## config.mk

```make
export PLATFORM = sky130hd
export DESIGN_NAME = spwm_mul
export DESIGN_NICKNAME = d
export VERILOG_FILES = /design/src/design/spwm_mul.sv
export SDC_FILE = /design/constraint.sdc
export NUM_CORES = 2
export LEC_CHECK = 0
export ABC_AREA = 1
export BUFFER_PORTS_ARGS = -buffer_cell sky130_fd_sc_hd__buf_2
export CORE_UTILIZATION = 30
export CTS_CLUSTER_DIAMETER = 200
export DETAILED_ROUTE_END_ITERATION = 8
export REMOVE_ABC_BUFFERS = 1
export SLEW_MARGIN = 20
export SYNTH_ARGS = -nofsm -noshare
export SYNTH_HDL_FRONTEND = slang
export SYNTH_SLANG_ARGS = --single-unit
```

## constraint.sdc

```tcl
create_clock -name clk -period 8.7 [get_ports clk]
set_input_delay 1.305 -clock clk [delete_from_list [all_inputs] [get_ports clk]]
set_output_delay 1.305 -clock clk [all_outputs]
set_load 0.02 [all_outputs]
```

## src/design/spwm_mul.sv

```systemverilog
// shared 32x32 unsigned multiplier with registered product
`timescale 1ns / 1ps
module spwm_mul (
  input  logic        clk,
  input  logic [31:0] a,
  input  logic [31:0] b,
  output logic [63:0] prod
);

  always_ff @(posedge clk) begin
    prod <= 64'(a) * 64'(b);
  end

endmodule

```

# Word-level counts from Yosys, hierarchy flattened
# Index checks and enable logic that the tools add are counted.
[totals]
inputBits = 65
word_cells = 2
out_inout_bits = 64
ff_bits = 64
[classes]
mul = 1
[ops]
columns = ["operator", "count"]
rows = [
  ["$mul 32x32->64", 1],
]

# Logic depth before layout (Yosys ltp)
[logic_depth]
depth_word = 1
ltp_mapped = 30
depth_no_buf = 29

# Worst setup path after synthesis
# OpenSTA, ideal clock, no wires.
[synth_path]
path_type = "input to register"
start = "input a[25]"
end = "register prod[60]"
required_ns = 8.588
arrival_ns = 7.007
cell_stages = 26
setup_time_ns = 0.112
n_path_buf = 1
slack_ns = 1.581
path_cell_list = "clkbuf_1 > nand2_1 > fa_1 > inv_1 > fa_1 > inv_1 > fa_1 > inv_1 > fa_1 > fa_1 > fa_1 > fa_1 > inv_1 > fa_1 > inv_1 > ha_1 > nand2_1 > nand2_1 > a21oi_1 > nand2_1 > nand2_1 > nand2_1 > a21oi_1 > nand2_1 > nand2_1 > nand2_1"
[synth_between]
elab_chain_len = 1
[synth_rtl]
columns = ["element", "line", "source"]
rows = [
  ["from (decl)", "5", "input logic [31:0] a,"],
  ["$mul 32x32->64", "11", "prod <= 64'(a) * 64'(b);"],
  ["to (signal assigned)", "11", ""],
  ["to (decl)", "7", "output logic [63:0] prod"],
]
# No other way between the ends.

# Final worst setup path
[layout_path]
start = "input a[14]"
end = "register prod[24]"
# Same word-level chain as after synthesis.

==> metrics.md <==
| Metric | Value |
|---|---|
| Status | `completed` |
| Startpoint Class | `input port` |
| Yosys warning count | `0` |
| Fillers | `13461` |
| Main combinational cell family by area after synthesis | `adder cells` |
| Critical-path cell list | `buf_2, nand2_1, inv_1, fa_1, fa_1, fa_1, inv_1, fa_1, inv_1, fa_1, fa_1, fa_1, fa_1, ha_1, nand2_1, inv_1, nand2_1, nand2_1, a21oi_1, nand3_2, xor2_1, buf_4` |
| Die ar. | `126100 sq um` |
| Gr usage total | `0.1825` |
| Crit. End Element | `flip-flop` |
| Largest net degree at the start of global routing | `33` |
| Kind of critical path | `in2reg` |
| Adder-Cell Fraction of Synth Area | `0.5676` |
| Top delay family on crit path | `adder cells` |
| # resized after CTS | `0` |
| Antenna violations before repair | `7` |
| Min-Delay Startpoint | `b[0]` |
| Slew @ Worst Pin | `0.8950 ns` |
| Crit path buf inv count | `6` |
| Post-synth top flop | `dfxtp_1` |
| WL/cell | `16.49 um` |
| Largest register FFs | `64` |
| Row count | `129` |
| CP Max Fanout | `24` |
| Final #Nets | `6268` |
| Root buffer cell | `clkbuf_16` |
| CTS clk-pin slew, worst paths | `0.06 ns` |
| Hold Path Class | `in2reg` |
| Slew Viols, Final | `0` |
| WHS | `1.631 ns` |
| Core box area | `123600 sq um` |
| Peak Freq | `127.2 MHz` |
| Top-Level Pins | `129` |
| #FFs+latches synth | `64` |
| Final Hold Viols | `0` |
| Drt first pass iters | `7` |
| Die H | `355.1 um` |
| Cell count after synthesis | `5023` |
| CP arrival | `8.19 ns` |
| Multi-input gate area | `28890 sq um` |
| I/O Buffers | `128` |
| Vias in the first global route | `31959` |
| Cell mode on critical path | `fa_1` |
| Fraction of layout cells with a size suffix above 1 | `0.05585` |
| Relative slew slack | `0.4033` |
| Flip-flop and latch area | `1281 sq um` |
| Via-to-Cell Ratio | `4.429` |
| Crit. Startpoint | `a[14]` |
| ANT nets after route | `0` |
| H-Tree Level Count | `3` |
| RSZ-0062 raised after global routing | `no` |
| CTS Hold Bufs | `0` |
| Post-Synth Simple-Gate Area | `0.1880` |
| TritonCTS Sinks | `64` |
| Slowest stage cell on the critical path | `fa_1` |
| WP data required | `9.03 ns` |
| Max incr delay on CP | `0.58 ns` |
| Placed wire-length estimate | `97560 um` |
| Area Overhead vs Synth | `7.611%` |
| Biggest register | `prod` |
| Largest regs | `prod (64)` |
| Final setup viols | `0` |
| Synth Area in XOR/XNOR | `0.008196` |
| Setup bufs post-CTS | `0` |
| Initial core utilization | `0.3025` |
| Mux share of post-synthesis cell area | `0` |
| Cell Area, Synth | `37400 sq um` |
| CTS tree | `built` |
| Synth top area cells | `fa_1 (48%), inv_1 (17%), nand2_1 (16%)` |
| Via Count | `29618` |
| First-pass GRT wire length | `178400 um` |
| Post-synth EDFFs | `0` |
| Synth Area in Compound Gates | `0.008531` |
| Global route overflow | `0` |
| Leading area contributor after synthesis | `fa_1` |
| Setup_tns | `0 ns` |
| DRC viols | `0` |
| Post-synthesis sequential area ratio | `0.03426` |
| Total CTS buffers | `9` |
| Final Critical Period | `7.862 ns` |
| Final period utilization | `0.9037` |
| RePlAce Congestion | `0.9316` |
| CTS Buffer Depth | `2` |
| Die X-Extent | `355.1 um` |
| Avg Cell Area, Syn | `7.446 sq um` |
| DR iter-0 viols | `1718` |
| Area share of the largest cell type after synthesis | `0.4796` |
| Number of max-cap violations | `0` |
| Ys async rst share | `0` |
| Netlist cell types | `23` |
| Routed wire length | `110200 um` |
==> per-layer routing <==
layer / routed length [um] / GRT usage / up-vias
met5: 17 / 0 / -
met4: 2566 / 0.04414 / 2
met3: 7473 / 0.02559 / 140
met2: 50450 / 0.2975 / 931
met1: 49730 / 0.2544 / 14896
li1: - / - / 13649
==> synth_stat cells, types with 12 or more instances <==
master,number
dfxtp_1,64
nand4_1,16
nand3_1,56
nor2_1,81
inv_1,1723
inv_2,12
fa_1,896
ha_1,263
nand2_1,1566
xor2_1,33
clkbuf_1,192
nand2_2,15
a21oi_1,43
nor2_2,14
==> final cells by class <==
type                    instances  area share
well taps                    1637     0.05089
repair buffers                202     0.02972
clock inverters                 7    0.002363
inverters                    1735      0.1618
clock buffers                   9    0.005596
multi-input cells            3032      0.7177
diodes                          1  0.00006218
flip-flops and latches         64     0.03183
==> final timing paths <==
kind / endpoint / cells past startpoint
max: prod[24]$_DFF_P_ / 22
min: prod[0]$_DFF_P_ / 4
==> logic make-up (layout without fill, tap and decap cells) <==
family	count (synthesis)	count (layout)
buffers and inverters	1927	1953
DFF	64	64
and+or+nand+nor	1781	1781
xor gates and xnor gates	35	35
adders and majority gates	1159	1159
AOI/OAI and AO/OA	57	57
other	0	1
==> cell usage in the layout, fill, tap and decap left out, drive strengths merged <==
master / synthesis / final
clkinv: 0 / 3
fa: 896 / 896
dfxtp: 64 / 64
xor2: 33 / 33
clkbuf: 192 / 9
inv: 1735 / 1736
buf: 0 / 202
nand2: 1581 / 1581
diode: 0 / 1
nor2: 101 / 101
nand4: 16 / 16
a21oi: 43 / 43
o21ai: 2 / 2
bufinv: 0 / 2
o21bai: 12 / 12
clkinvlp: 0 / 1
xnor2: 2 / 2
nand3: 65 / 65
nor3: 18 / 18
ha: 263 / 263
==> stage by stage <==
stage	instances	area, sq um	setup slack [ns]	util
floorplan	4831	36680	1.874	-
global placement	6670	39920	0.4686	0.3229
detailed placement	6670	39920	0.4759	0.3229
CTS	6686	40240	0.8801	0.3255
global route	6686	40240	0.5801	0.3255
finish	6687	40250	0.8381	0.3255
Power is not shown: default switching activity piles up to over one toggle a cycle in this logic, so the estimate is an artifact.
