## src/design/spwm_pkg.sv

```systemverilog
// shared types, register codes and arithmetic constants for the sine pwm compare generator
`timescale 1ns / 1ps
package spwm_pkg;

  localparam int CFG_IDX_W  = 3;
  localparam int CFG_DATA_W = 32;

  typedef enum logic [CFG_IDX_W-1:0] {
    REG_ANGLE_STEP   = 3'd0,
    REG_MOD_INDEX    = 3'd1,
    REG_LEG_B_OFFSET = 3'd2,
    REG_PERIOD       = 3'd3,
    REG_BRIDGE_DEG   = 3'd4
  } reg_idx_t;

  typedef struct packed {
    logic [31:0] angle_step;
    logic [15:0] modulation_index;
    logic [15:0] leg_b_offset;
    logic [15:0] period_counts;
    logic [7:0]  bridge_phase_deg;
  } cfg_t;

  localparam logic [31:0] RST_ANGLE_STEP = 32'd368440757;
  localparam logic [15:0] RST_PERIOD     = 16'd98;
  localparam logic [7:0]  RST_BRIDGE_DEG = 8'd180;

  localparam logic [31:0] Q30_ONE     = 32'h4000_0000;
  localparam logic [31:0] HALF_PI_Q30 = 32'd1686629713;
  localparam logic [31:0] SINE_FULL   = 32'd32767;
  localparam logic [46:0] MAG_ROUND   = 47'h0000_2000_0000;

  // floor(y/180) = (y * RECIP_180) >> 32 exactly for y below 2^24
  localparam logic [31:0] RECIP_180 = 32'(((64'd1 << 32) + 64'd179) / 64'd180);

  // taylor series divisors, highest order first
  localparam int          NUM_TERMS = 5;
  localparam logic [31:0] RECIP_110 = 32'((64'd1 << 32) / 64'd110);
  localparam logic [31:0] RECIP_72  = 32'((64'd1 << 32) / 64'd72);
  localparam logic [31:0] RECIP_42  = 32'((64'd1 << 32) / 64'd42);
  localparam logic [31:0] RECIP_20  = 32'((64'd1 << 32) / 64'd20);
  localparam logic [31:0] RECIP_6   = 32'((64'd1 << 32) / 64'd6);

  function automatic logic [31:0] term_div(logic [2:0] i);
    logic [31:0] d;
    unique case (i)
      3'd0:    d = 32'd110;
      3'd1:    d = 32'd72;
      3'd2:    d = 32'd42;
      3'd3:    d = 32'd20;
      default: d = 32'd6;
    endcase
    return d;
  endfunction

  function automatic logic [31:0] term_recip(logic [2:0] i);
    logic [31:0] r;
    unique case (i)
      3'd0:    r = RECIP_110;
      3'd1:    r = RECIP_72;
      3'd2:    r = RECIP_42;
      3'd3:    r = RECIP_20;
      default: r = RECIP_6;
    endcase
    return r;
  endfunction

endpackage

```

## src/design/spwm_seq.sv

```systemverilog
// sequencer: sine table fill after reset, then per-word phase, lookup and compare math
`timescale 1ns / 1ps
module spwm_seq #(
  parameter int SINE_TABLE_DEPTH = 1024,
  parameter int ACC_BITS         = 32,
  parameter int ADDR_W           = 10
) (
  input  logic                      clk,
  input  logic                      rst,
  input  spwm_pkg::cfg_t            cfg,
  input  logic                      in_valid,
  output logic                      in_stall,
  input  logic                      tick,
  output logic                      out_valid,
  input  logic                      out_stall,
  output logic [15:0]               compare_leg_a,
  output logic [15:0]               compare_leg_b,
  output logic [15:0]               phase_load,
  output logic [31:0]               mul_a,
  output logic [31:0]               mul_b,
  input  logic [63:0]               prod,
  output logic                      rom_wr_en,
  output logic [ADDR_W-1:0]         rom_wr_addr,
  output logic signed [15:0]        rom_wr_data,
  output logic [ADDR_W-1:0]         rom_rd_addr,
  input  logic signed [15:0]        rom_rd_data
);

  typedef enum logic [20:0] {
    S_FX   = 21'h000001,
    S_FX2  = 21'h000002,
    S_FX2D = 21'h000004,
    S_FTM  = 21'h000008,
    S_FTQ  = 21'h000010,
    S_FTC  = 21'h000020,
    S_FS   = 21'h000040,
    S_FM   = 21'h000080,
    S_IDLE = 21'h000100,
    S_IAH  = 21'h000200,
    S_IAL  = 21'h000400,
    S_IBH  = 21'h000800,
    S_IBL  = 21'h001000,
    S_RB   = 21'h002000,
    S_DA   = 21'h004000,
    S_MB   = 21'h008000,
    S_DB   = 21'h010000,
    S_CB   = 21'h020000,
    S_LD   = 21'h040000,
    S_LQ   = 21'h080000,
    S_OUT  = 21'h100000
  } state_t;

  // table sample angle k*2^32/depth kept as quotient and remainder
  localparam logic [31:0] P_STEP     = 32'((64'd1 << 32) / SINE_TABLE_DEPTH);
  localparam logic [17:0] P_REM_STEP = 18'((64'd1 << 32) % SINE_TABLE_DEPTH);
  localparam logic [17:0] DEPTH_W    = 18'(SINE_TABLE_DEPTH);
  localparam logic [17:0] IDX_MAX    = 18'(SINE_TABLE_DEPTH - 1);
  localparam logic [31:0] DEPTH_MUL  = 32'(SINE_TABLE_DEPTH);
  localparam logic [ADDR_W-1:0] LAST_ADDR = ADDR_W'(SINE_TABLE_DEPTH - 1);
  localparam logic [2:0]  LAST_TERM  = 3'(spwm_pkg::NUM_TERMS - 1);

  state_t state, state_next;

  // table fill registers
  logic [ADDR_W-1:0] fill_k;
  logic [31:0]       p;
  logic [17:0]       p_rem;
  logic [31:0]       x, x2, t, q0;
  logic [2:0]        ti;

  // word registers
  logic [ACC_BITS-1:0] angle;
  logic [48:0]         pp;
  logic signed [15:0]  sine_a, sine_b;
  logic [15:0]         cmp_a, cmp_b, load_q;

  // datapath wires
  logic [ACC_BITS+31:0] step_wide;
  logic [ACC_BITS-1:0]  step;
  logic [ACC_BITS+15:0] off_wide;
  logic [ACC_BITS-1:0]  angle_b, angle_sel;
  logic [ACC_BITS+47:0] a48_wide;
  logic [47:0]          a48;
  logic [65:0]          idx_sum;
  logic [17:0]          idx_raw, idx;
  logic [30:0]          r_fold;
  logic [31:0]          rem, qv, term_new;
  logic [46:0]          mag_sum;
  logic [16:0]          mag;
  logic [15:0]          mag16;
  logic [17:0]          p_rem_sum;
  logic                 p_carry;
  logic                 free_out;
  logic                 accept;

  function automatic logic [15:0] abs16(logic signed [15:0] s);
    return s[15] ? 16'(-s) : 16'(s);
  endfunction

  function automatic logic [16:0] duty_of(logic neg, logic [31:0] mp);
    logic [32:0] v;
    if (neg) begin
      v = (mp > spwm_pkg::Q30_ONE) ? 33'd0 : 33'(spwm_pkg::Q30_ONE - mp);
    end else begin
      v = 33'(spwm_pkg::Q30_ONE) + 33'(mp);
    end
    return v[31:15];
  endfunction

  function automatic logic [15:0] cap_cmp(logic [16:0] c, logic [15:0] per);
    return (c > {1'b0, per}) ? per : c[15:0];
  endfunction

  assign step_wide = {cfg.angle_step, {ACC_BITS{1'b0}}};
  assign step      = step_wide[ACC_BITS+31:32];
  assign off_wide  = {cfg.leg_b_offset, {ACC_BITS{1'b0}}};
  assign angle_b   = angle - off_wide[ACC_BITS+15:16];
  assign angle_sel = (state == S_IAH || state == S_IAL) ? angle : angle_b;

  // angle aligned to 48 bits, table index = angle48*depth >> 48 in two partial products
  assign a48_wide = {angle_sel, 48'd0};
  assign a48      = a48_wide[ACC_BITS+47:ACC_BITS];
  assign idx_sum  = {1'b0, pp, 16'd0} + {33'd0, prod[32:0]};
  assign idx_raw  = idx_sum[65:48];
  assign idx      = (idx_raw > IDX_MAX) ? IDX_MAX : idx_raw;
  assign rom_rd_addr = idx[ADDR_W-1:0];

  // quarter-wave fold of the table sample angle
  assign r_fold = p[30] ? (31'h4000_0000 - {1'b0, p[29:0]}) : {1'b0, p[29:0]};

  // quotient correction of the reciprocal divide
  assign rem      = t - prod[31:0];
  assign qv       = q0 + {31'd0, (rem >= spwm_pkg::term_div(ti))};
  assign term_new = spwm_pkg::Q30_ONE - qv;

  assign mag_sum = prod[46:0] + spwm_pkg::MAG_ROUND;
  assign mag     = mag_sum[46:30];
  assign mag16   = (mag > 17'(spwm_pkg::SINE_FULL)) ? spwm_pkg::SINE_FULL[15:0] : mag[15:0];

  assign rom_wr_en   = (state == S_FM);
  assign rom_wr_addr = fill_k;
  assign rom_wr_data = p[31] ? 16'(-$signed({1'b0, mag16[14:0]})) : $signed(mag16);

  assign p_rem_sum = p_rem + P_REM_STEP;
  assign p_carry   = (p_rem_sum >= DEPTH_W);

  assign in_stall = (state != S_IDLE);
  assign accept   = in_valid && (state == S_IDLE);
  assign free_out = !out_valid || !out_stall;

  always_comb begin
    state_next = state;
    mul_a      = 32'd0;
    mul_b      = 32'd0;
    unique case (state)
      S_FX: begin
        mul_a      = 32'(r_fold);
        mul_b      = spwm_pkg::HALF_PI_Q30;
        state_next = S_FX2;
      end
      S_FX2: begin
        mul_a      = prod[61:30];
        mul_b      = prod[61:30];
        state_next = S_FX2D;
      end
      S_FX2D: begin
        mul_a      = prod[61:30];
        mul_b      = spwm_pkg::Q30_ONE;
        state_next = S_FTM;
      end
      S_FTM: begin
        mul_a      = prod[61:30];
        mul_b      = spwm_pkg::term_recip(ti);
        state_next = S_FTQ;
      end
      S_FTQ: begin
        mul_a      = prod[63:32];
        mul_b      = spwm_pkg::term_div(ti);
        state_next = S_FTC;
      end
      S_FTC: begin
        mul_b = term_new;
        if (ti == LAST_TERM) begin
          mul_a      = x;
          state_next = S_FS;
        end else begin
          mul_a      = x2;
          state_next = S_FTM;
        end
      end
      S_FS: begin
        mul_a      = prod[61:30];
        mul_b      = spwm_pkg::SINE_FULL;
        state_next = S_FM;
      end
      S_FM: begin
        state_next = (fill_k == LAST_ADDR) ? S_IDLE : S_FX;
      end
      S_IDLE: begin
        if (accept) begin
          state_next = S_IAH;
        end
      end
      S_IAH: begin
        mul_a      = a48[47:16];
        mul_b      = DEPTH_MUL;
        state_next = S_IAL;
      end
      S_IAL: begin
        mul_a      = 32'(a48[15:0]);
        mul_b      = DEPTH_MUL;
        state_next = S_IBH;
      end
      S_IBH: begin
        mul_a      = a48[47:16];
        mul_b      = DEPTH_MUL;
        state_next = S_IBL;
      end
      S_IBL: begin
        mul_a      = 32'(a48[15:0]);
        mul_b      = DEPTH_MUL;
        state_next = S_RB;
      end
      S_RB: begin
        mul_a      = 32'(cfg.modulation_index);
        mul_b      = 32'(abs16(sine_a));
        state_next = S_DA;
      end
      S_DA: begin
        mul_a      = 32'(cfg.period_counts);
        mul_b      = 32'(duty_of(sine_a[15], prod[31:0]));
        state_next = S_MB;
      end
      S_MB: begin
        mul_a      = 32'(cfg.modulation_index);
        mul_b      = 32'(abs16(sine_b));
        state_next = S_DB;
      end
      S_DB: begin
        mul_a      = 32'(cfg.period_counts);
        mul_b      = 32'(duty_of(sine_b[15], prod[31:0]));
        state_next = S_CB;
      end
      S_CB: begin
        mul_a      = 32'(cfg.bridge_phase_deg);
        mul_b      = 32'(cfg.period_counts);
        state_next = S_LD;
      end
      S_LD: begin
        mul_a      = 32'(prod[23:0]);
        mul_b      = spwm_pkg::RECIP_180;
        state_next = S_LQ;
      end
      S_LQ: begin
        state_next = S_OUT;
      end
      S_OUT: begin
        if (free_out) begin
          state_next = S_IDLE;
        end
      end
      default: begin
        state_next = S_FX;
      end
    endcase
  end

  always_ff @(posedge clk) begin
    if (rst) begin
      state     <= S_FX;
      fill_k    <= '0;
      p         <= 32'd0;
      p_rem     <= 18'd0;
      ti        <= 3'd0;
      angle     <= '0;
      out_valid <= 1'b0;
    end else begin
      state <= state_next;
      if (state == S_OUT && free_out) begin
        out_valid <= 1'b1;
      end else if (out_valid && !out_stall) begin
        out_valid <= 1'b0;
      end
      unique case (state) inside
        S_FX2: begin
          x <= prod[61:30];
        end
        S_FX2D: begin
          x2 <= prod[61:30];
          ti <= 3'd0;
        end
        S_FTM: begin
          t <= prod[61:30];
        end
        S_FTQ: begin
          q0 <= prod[63:32];
        end
        S_FTC: begin
          if (ti != LAST_TERM) begin
            ti <= ti + 3'd1;
          end
        end
        S_FM: begin
          fill_k <= fill_k + ADDR_W'(1);
          p      <= p + P_STEP + {31'd0, p_carry};
          p_rem  <= p_carry ? (p_rem_sum - DEPTH_W) : p_rem_sum;
        end
        S_IDLE: begin
          if (accept && tick) begin
            angle <= angle + step;
          end
        end
        S_IAL, S_IBL: begin
          pp <= prod[48:0];
        end
        S_MB: begin
          cmp_a <= cap_cmp(prod[32:16], cfg.period_counts);
        end
        S_CB: begin
          cmp_b <= cap_cmp(prod[32:16], cfg.period_counts);
        end
        S_LQ: begin
          load_q <= (prod[48:32] > 17'h0FFFF) ? 16'hFFFF : prod[47:32];
        end
        S_OUT: begin
          if (free_out) begin
            compare_leg_a <= cmp_a;
            compare_leg_b <= cmp_b;
            phase_load    <= load_q;
          end
        end
        default: begin
        end
      endcase
      // table read data lands in the cycle after the index is formed
      if (state == S_IBL) begin
        sine_a <= rom_rd_data;
      end
      if (state == S_DA) begin
        sine_b <= rom_rd_data;
      end
    end
  end

endmodule

```

## config.mk

```make
export PLATFORM = sky130hd
export DESIGN_NAME = spwm_seq
export DESIGN_NICKNAME = d
export VERILOG_FILES = /design/src/design/spwm_pkg.sv /design/src/design/spwm_seq.sv
export SDC_FILE = /design/constraint.sdc
export NUM_CORES = 1
export LEC_CHECK = 0
export CAP_MARGIN = 5
export CORE_ASPECT_RATIO = 0.5
export CORE_MARGIN = 2
export CORE_UTILIZATION = 50
export CTS_BUF_LIST = sky130_fd_sc_hd__clkbuf_4 sky130_fd_sc_hd__clkbuf_8
export CTS_CLUSTER_SIZE = 25
export DETAILED_ROUTE_END_ITERATION = 10
export DONT_BUFFER_PORTS = 1
export HOLD_SLACK_MARGIN = 0.02
export PLACE_DENSITY = 0.68
export SYNTH_ARGS = -nofsm -noshare
export SYNTH_HDL_FRONTEND = slang
export SYNTH_SLANG_ARGS = --single-unit
```

## constraint.sdc

```tcl
create_clock -name clk -period 17.2 [get_ports clk]
set_clock_uncertainty 0.05 [all_clocks]
set_input_delay 5.16 -clock clk [delete_from_list [all_inputs] [get_ports clk]]
set_output_delay 5.16 -clock clk [all_outputs]
set_load 0.02 [all_outputs]
```

# == After elaboration in Yosys (flattened, before gate mapping) ==
# Index checks and enable logic that the tools add are counted.
# totals
register_bits,422
latch_bits,0
mem_bits_rw,0
romBits,0
inputBits,173
out_inout_bits,151
elab_cells,134
mem_count,0
# op_classes
n_addsub,18
n_mul,0
n_div,0
n_lt_le_gt_ge,7
n_eq_ne,31
shift,0
muxes,25
n_bitwise,1
n_reduce_logical,32
# op_table
cell,count
32-bit case mux with 14 select lines,1
21-bit case mux with 21 select lines,1
32-bit case mux with 9 select lines,1
32-bit two-way mux,5
30-bit case mux with 4 select lines,1
16-bit two-way mux,5
65-bit by 33-bit adder with 66-bit output,1
32-bit by 1-bit adder with 32-bit output,2
31-bit by 32-bit subtractor with 32-bit output (first input constant),2
32-bit subtractor,2
47-bit by 30-bit adder with 47-bit output (second input constant),1
21-bit two-way mux,2
31-bit by 32-bit adder with 32-bit output (first input constant),1
32-bit by 23-bit adder with 32-bit output (second input constant),1
32-bit adder,1
32-bit >= comparator,1
32-bit by 31-bit greater-than comparator with 1-bit output (second input constant),1
16-bit negation,2
31-bit two-way mux,1
31-bit by 30-bit subtractor with 31-bit output (first input constant),1
7-bit case mux with 4 select lines,1
2-bit AND reduction,14
21-bit by 1-bit == test with 1-bit output (second input constant),1
21-bit by 10-bit == test with 1-bit output (second input constant),1
51 further kinds,64

# == Depth between registers and ports, before layout ==
# logic_depth
depth_word,6
ltp_mapped,33
ltp_nobuf,33

# == Least setup slack after synthesis ==
# OpenSTA, ideal clock, no wires.
# synth_path
path_type,input to output
from,input port prod[0]
to,output port mul_b[29]
t_arrival_ns,12.114
required_time_ns,11.990
slack_ns,-0.124
cell_stages,32
path_buffers,0
path_cell_list,ha_1 -> fa_1 -> nand2b_1 -> a21o_1 -> nand2_1 -> xor2_1 -> ha_1 -> a222oi_1 -> o211ai_1 -> nor4_1 -> nand4_1 -> nor4_1 -> or4b_1 -> a2111oi_2 -> o2111ai_1 -> or3_1 -> a2111oi_2 -> ha_1 -> ha_1 -> inv_1 -> ha_1 -> o21bai_1 -> a221oi_1 -> a221oi_1 -> o21ai_0 -> o311a_1 -> o21ai_1 -> a21o_1 -> and4_1 -> a2111oi_1 -> xor2_1 -> o211ai_1
# synth_via
elab_chain_cells,5
# synth_lines
element,line_no,rtl
from (decl),spwm_seq.sv:21,"input logic [63:0] prod,"
32-bit subtractor,spwm_seq.sv:132,assign rem = t - prod[31:0];
32-bit >= comparator,spwm_seq.sv:133,"assign qv = q0 + {31'd0, (rem >= spwm_pkg::term_div(ti))};"
32-bit by 1-bit adder with 32-bit output,spwm_seq.sv:133,
31-bit by 32-bit subtractor with 32-bit output,spwm_seq.sv:134,assign term_new = spwm_pkg::Q30_ONE - qv;
32-bit case mux with 14 select lines,spwm_seq.sv:155,unique case (state)
to (decl),spwm_seq.sv:20,"output logic [31:0] mul_b,"
# Every way passes these cells.

# == Worst setup path in the final report ==
# layout_path
from,input port prod[0]
to,output port mul_b[30]
# Same word-level chain as after synthesis.

==> metrics.md <==
| Metric | Value |
|---|---|
| Outcome | `finished clean` |
| Vias in the first global route | `20400` |
| Synth Register Bits | `412` |
| Top cell type's share of synthesized area | `0.356` |
| Area of the core | `0.0505 mm^2` |
| MaxCap Viol Count | `0` |
| Buffers added on ports | `0` |
| Crit path time final | `17040 ps` |
| Reg2Reg Depth | `13` |
| Die Area | `0.0534 mm^2` |
| Setup-failing EPs final | `0` |
| Sequential share of the synthesized area | `0.439` |
| Synth warnings | `0` |
| Crit. path cell count | `31` |
| Crit end category | `primary output` |
| Pwr Total | `2.14 mW` |
| Mapped Area | `0.0257 mm^2` |
| FF-to-FF setup slack | `13230 ps` |
| Netlist cell types | `98` |
| Pre-antenna DRT Iters | `11` |
| CP most frequent cell | `a2111oi_4` |
| Commonest cells in the netlist | `edfxtp_1, nand2_1, nor2_1` |
| Dominant cell type by area after synthesis | `edfxtp_1` |
| Met2 usage | `0.499` |
| Initial cell density of the core | `0.510` |
| Height of the die | `164 um` |
| Vias per cell | `6.45` |
| Crit Reg-Reg Endpoint | `angle[28]$_SDFFE_PP0P_` |
| Antenna-violating nets left | `0` |
| Clk pin slew, worst setup/hold paths | `70 ps` |
| Antenna violations before repair | `11` |
| Detailed Route WL | `89.5 mm` |
| PD cells | `75.5 mW/mm^2` |
| Ys flop type | `edfxtp_1` |
| GRT Total Usage | `0.323` |
| Critical Path Sink | `mul_b[30]` |
| First-pass GRT wire length | `129 mm` |
| Placed Cells | `3321` |
| Clk buf depth | `3` |
| Delay-heaviest family, CP | `compound AO/OA/AOI/OAI gates` |
| CTS root buf | `clkbuf_8` |
| Crit-path max FO | `4` |
| DR WL/cell | `26.0 um` |
| Worst Setup Start Kind | `input port` |
| Met3 Usage GRT | `0.0859` |
| DP HPWL | `65.7 mm` |
| Pin count of the biggest net entering global routing | `104` |
| CTS sink count | `412` |
| Rel. slew slack | `0.202` |
| GR Overflow Total | `0` |
| CTS tree | `yes` |
| WP data required | `11990 ps` |
| Post-synth EDFFs | `305` |
| CP max-delay cell | `or4b_4` |
| Maximum vdd drop | `0.0523 mV` |
| Critical path buffers and inverters | `1` |
| Fmax | `0.0587 GHz` |
| Via count | `22200` |
| Reg-to-reg startpoint | `angle[0]$_SDFFE_PP0P_` |
| Top cells by area, synth | `edfxtp_1, dfxtp_1, ha_1` |
| Count leader, synth | `edfxtp_1` |
| Post-Syn Instances | `2660` |
| Static Leakage | `10.7 nW` |
| Hold WC Path Type | `flip-flop to flip-flop` |
| Clk Latency, worst-skew pair | `700 ps` |
| GPL Wtd Cong | `1.01` |
| Post-synth ARST share | `0` |
| Kind of critical path | `input port to primary output` |
| Layout overhead on the synthesized area | `10.1%` |
| Busiest layer in global routing | `met2` |
| Worst EP arrival | `11830 ps` |
| Setup crit start | `prod[0]` |
| Crit path largest cell delay | `570 ps` |
| Cts bufs inserted | `59` |
| Die Span X | `325 um` |
| DR DRC count | `0` |
| Max-slew violations | `0` |
| Io pins | `324` |
| Tcrit/Tclk final | `0.991` |
| Grt met1 use | `0.422` |
| Slew @ Worst Pin | `1200 ps` |
| Synthesized net count | `3003` |
| Number of hold violations in the final report | `0` |
| Initial DRC count | `2456` |
| H-tree depth | `2` |
| Final net count | `3040` |
| Share of layout cells above drive strength 1 | `0.101` |
| Avg Cell Area, Syn | `9.68 um^2` |
| Num rows | `58` |
| Post-Layout Cell Count | `3443` |
| Unrepaired setup endpoints after global routing | `yes` |
logic make-up after synthesis:
family	share of synthesized area
and+or+nand+nor	0.173
AOI/OAI and AO/OA	0.183
DFF	0.439
buffers and inverters	0.0404
xor gates and xnor gates	0.0663
adders and majority gates	0.0835
muxes	0.0149
through the flow:
step / setup slack, ps / hold slack, ps / instance area, um^2 / setup TNS [ps] / utilization
floorplan: 5.69 / 350 / 25800 / 0 / -
global placement: -568 / 352 / 26800 / -2000 / 0.531
detailed placement: -717 / 355 / 26800 / -3800 / 0.531
CTS: 15.2 / 362 / 28200 / 0 / 0.557
global route: -251 / 374 / 28300 / -862 / 0.561
finish: 156 / 364 / 28300 / 0 / 0.561
area by class of cell:
cell class | instances | area (um^2)
Antenna cell | 7 | 17.5
Clock buffer | 83 | 1040
Clock inverter | 27 | 195
Fill cell | 4446 | 22200
Inverter | 157 | 589
Multi-Input combinational cell | 1981 | 13700
Sequential cell | 412 | 11300
Tap cell | 690 | 863
Timing Repair Buffer | 86 | 641
worst min-delay path by stage:
| stage | slack (ps) | from | endpoint | depth (start not counted) |
|---|---|---|---|---|
| after floorplan | 350 | cmp_a[0]$_DFFE_PP_ | compare_leg_a[0]$_DFFE_PP_ | 0 |
| after global placement | 350 | cmp_a[1]$_DFFE_PP_ | compare_leg_a[1]$_DFFE_PP_ | 0 |
| after detailed placement | 350 | cmp_a[13]$_DFFE_PP_ | compare_leg_a[13]$_DFFE_PP_ | 0 |
| after CTS | 360 | cmp_b[9]$_DFFE_PP_ | compare_leg_b[9]$_DFFE_PP_ | 0 |
| after global routing | 370 | cmp_b[1]$_DFFE_PP_ | compare_leg_b[1]$_DFFE_PP_ | 0 |
| final | 360 | cmp_b[13]$_DFFE_PP_ | compare_leg_b[13]$_DFFE_PP_ | 0 |
what timing repair did:
item / 4_1_cts / 5_1_grt
gates resized for setup: 15 / 22
setup endpoints to repair: 16 / 16
gates cloned: 0 / 0
hold buffers: 0 / 0
buffers inserted: 2 / 4
pin swaps: 17 / 9
power by group:
part	leakage (nW)	total, mW	internal [mW]	switching [mW]
combinational	6.49	0.228	0.0812	0.147
sequential	3.60	1.07	1.07	0.00230
clock	0.643	0.839	0.421	0.419
routing by layer:
metal | share of wire | wire length, um
met1 | 0.40 | 35400
met2 | 0.43 | 38800
met3 | 0.11 | 10200
met4 | 0.056 | 4990
met5 | 0.00037 | 33
state kept, by name (all words and copies together), names as in the netlist, 8 cells and up:
| register | flops |
|---|---|
| angle | 32 |
| cmp_a | 16 |
| cmp_b | 16 |
| compare_leg_a | 16 |
| compare_leg_b | 16 |
| load_q | 16 |
| p | 32 |
| p_rem | 8 |
| phase_load | 16 |
| pp | 49 |
| q0 | 32 |
| rom_wr_addr | 10 |
| sine_a | 16 |
| sine_b | 16 |
| state | 21 |
| t | 32 |
| x | 32 |
| x2 | 32 |
layout by cell type (no fill, tap or decap), drive strengths merged, types with 22 or more instances in the layout:
cell type and n:
nor3 69, ha 167, xnor2 83, clkbuf 83
a21o 38, a222oi 32, nand2b 37, a21oi 169
buf 86, nor4 26, o21a 22, xor2 112
or3 22, o31ai 26, nand2 228, edfxtp 305
nor2 219, a221oi 34, and3 28, nand4 39
or2 30, dfxtp 107, nor2b 28, inv 157
o21ai 136, nand3 76, mux2i 36, a211oi 22
No activity file was read; power rests on OpenSTA's default activity.
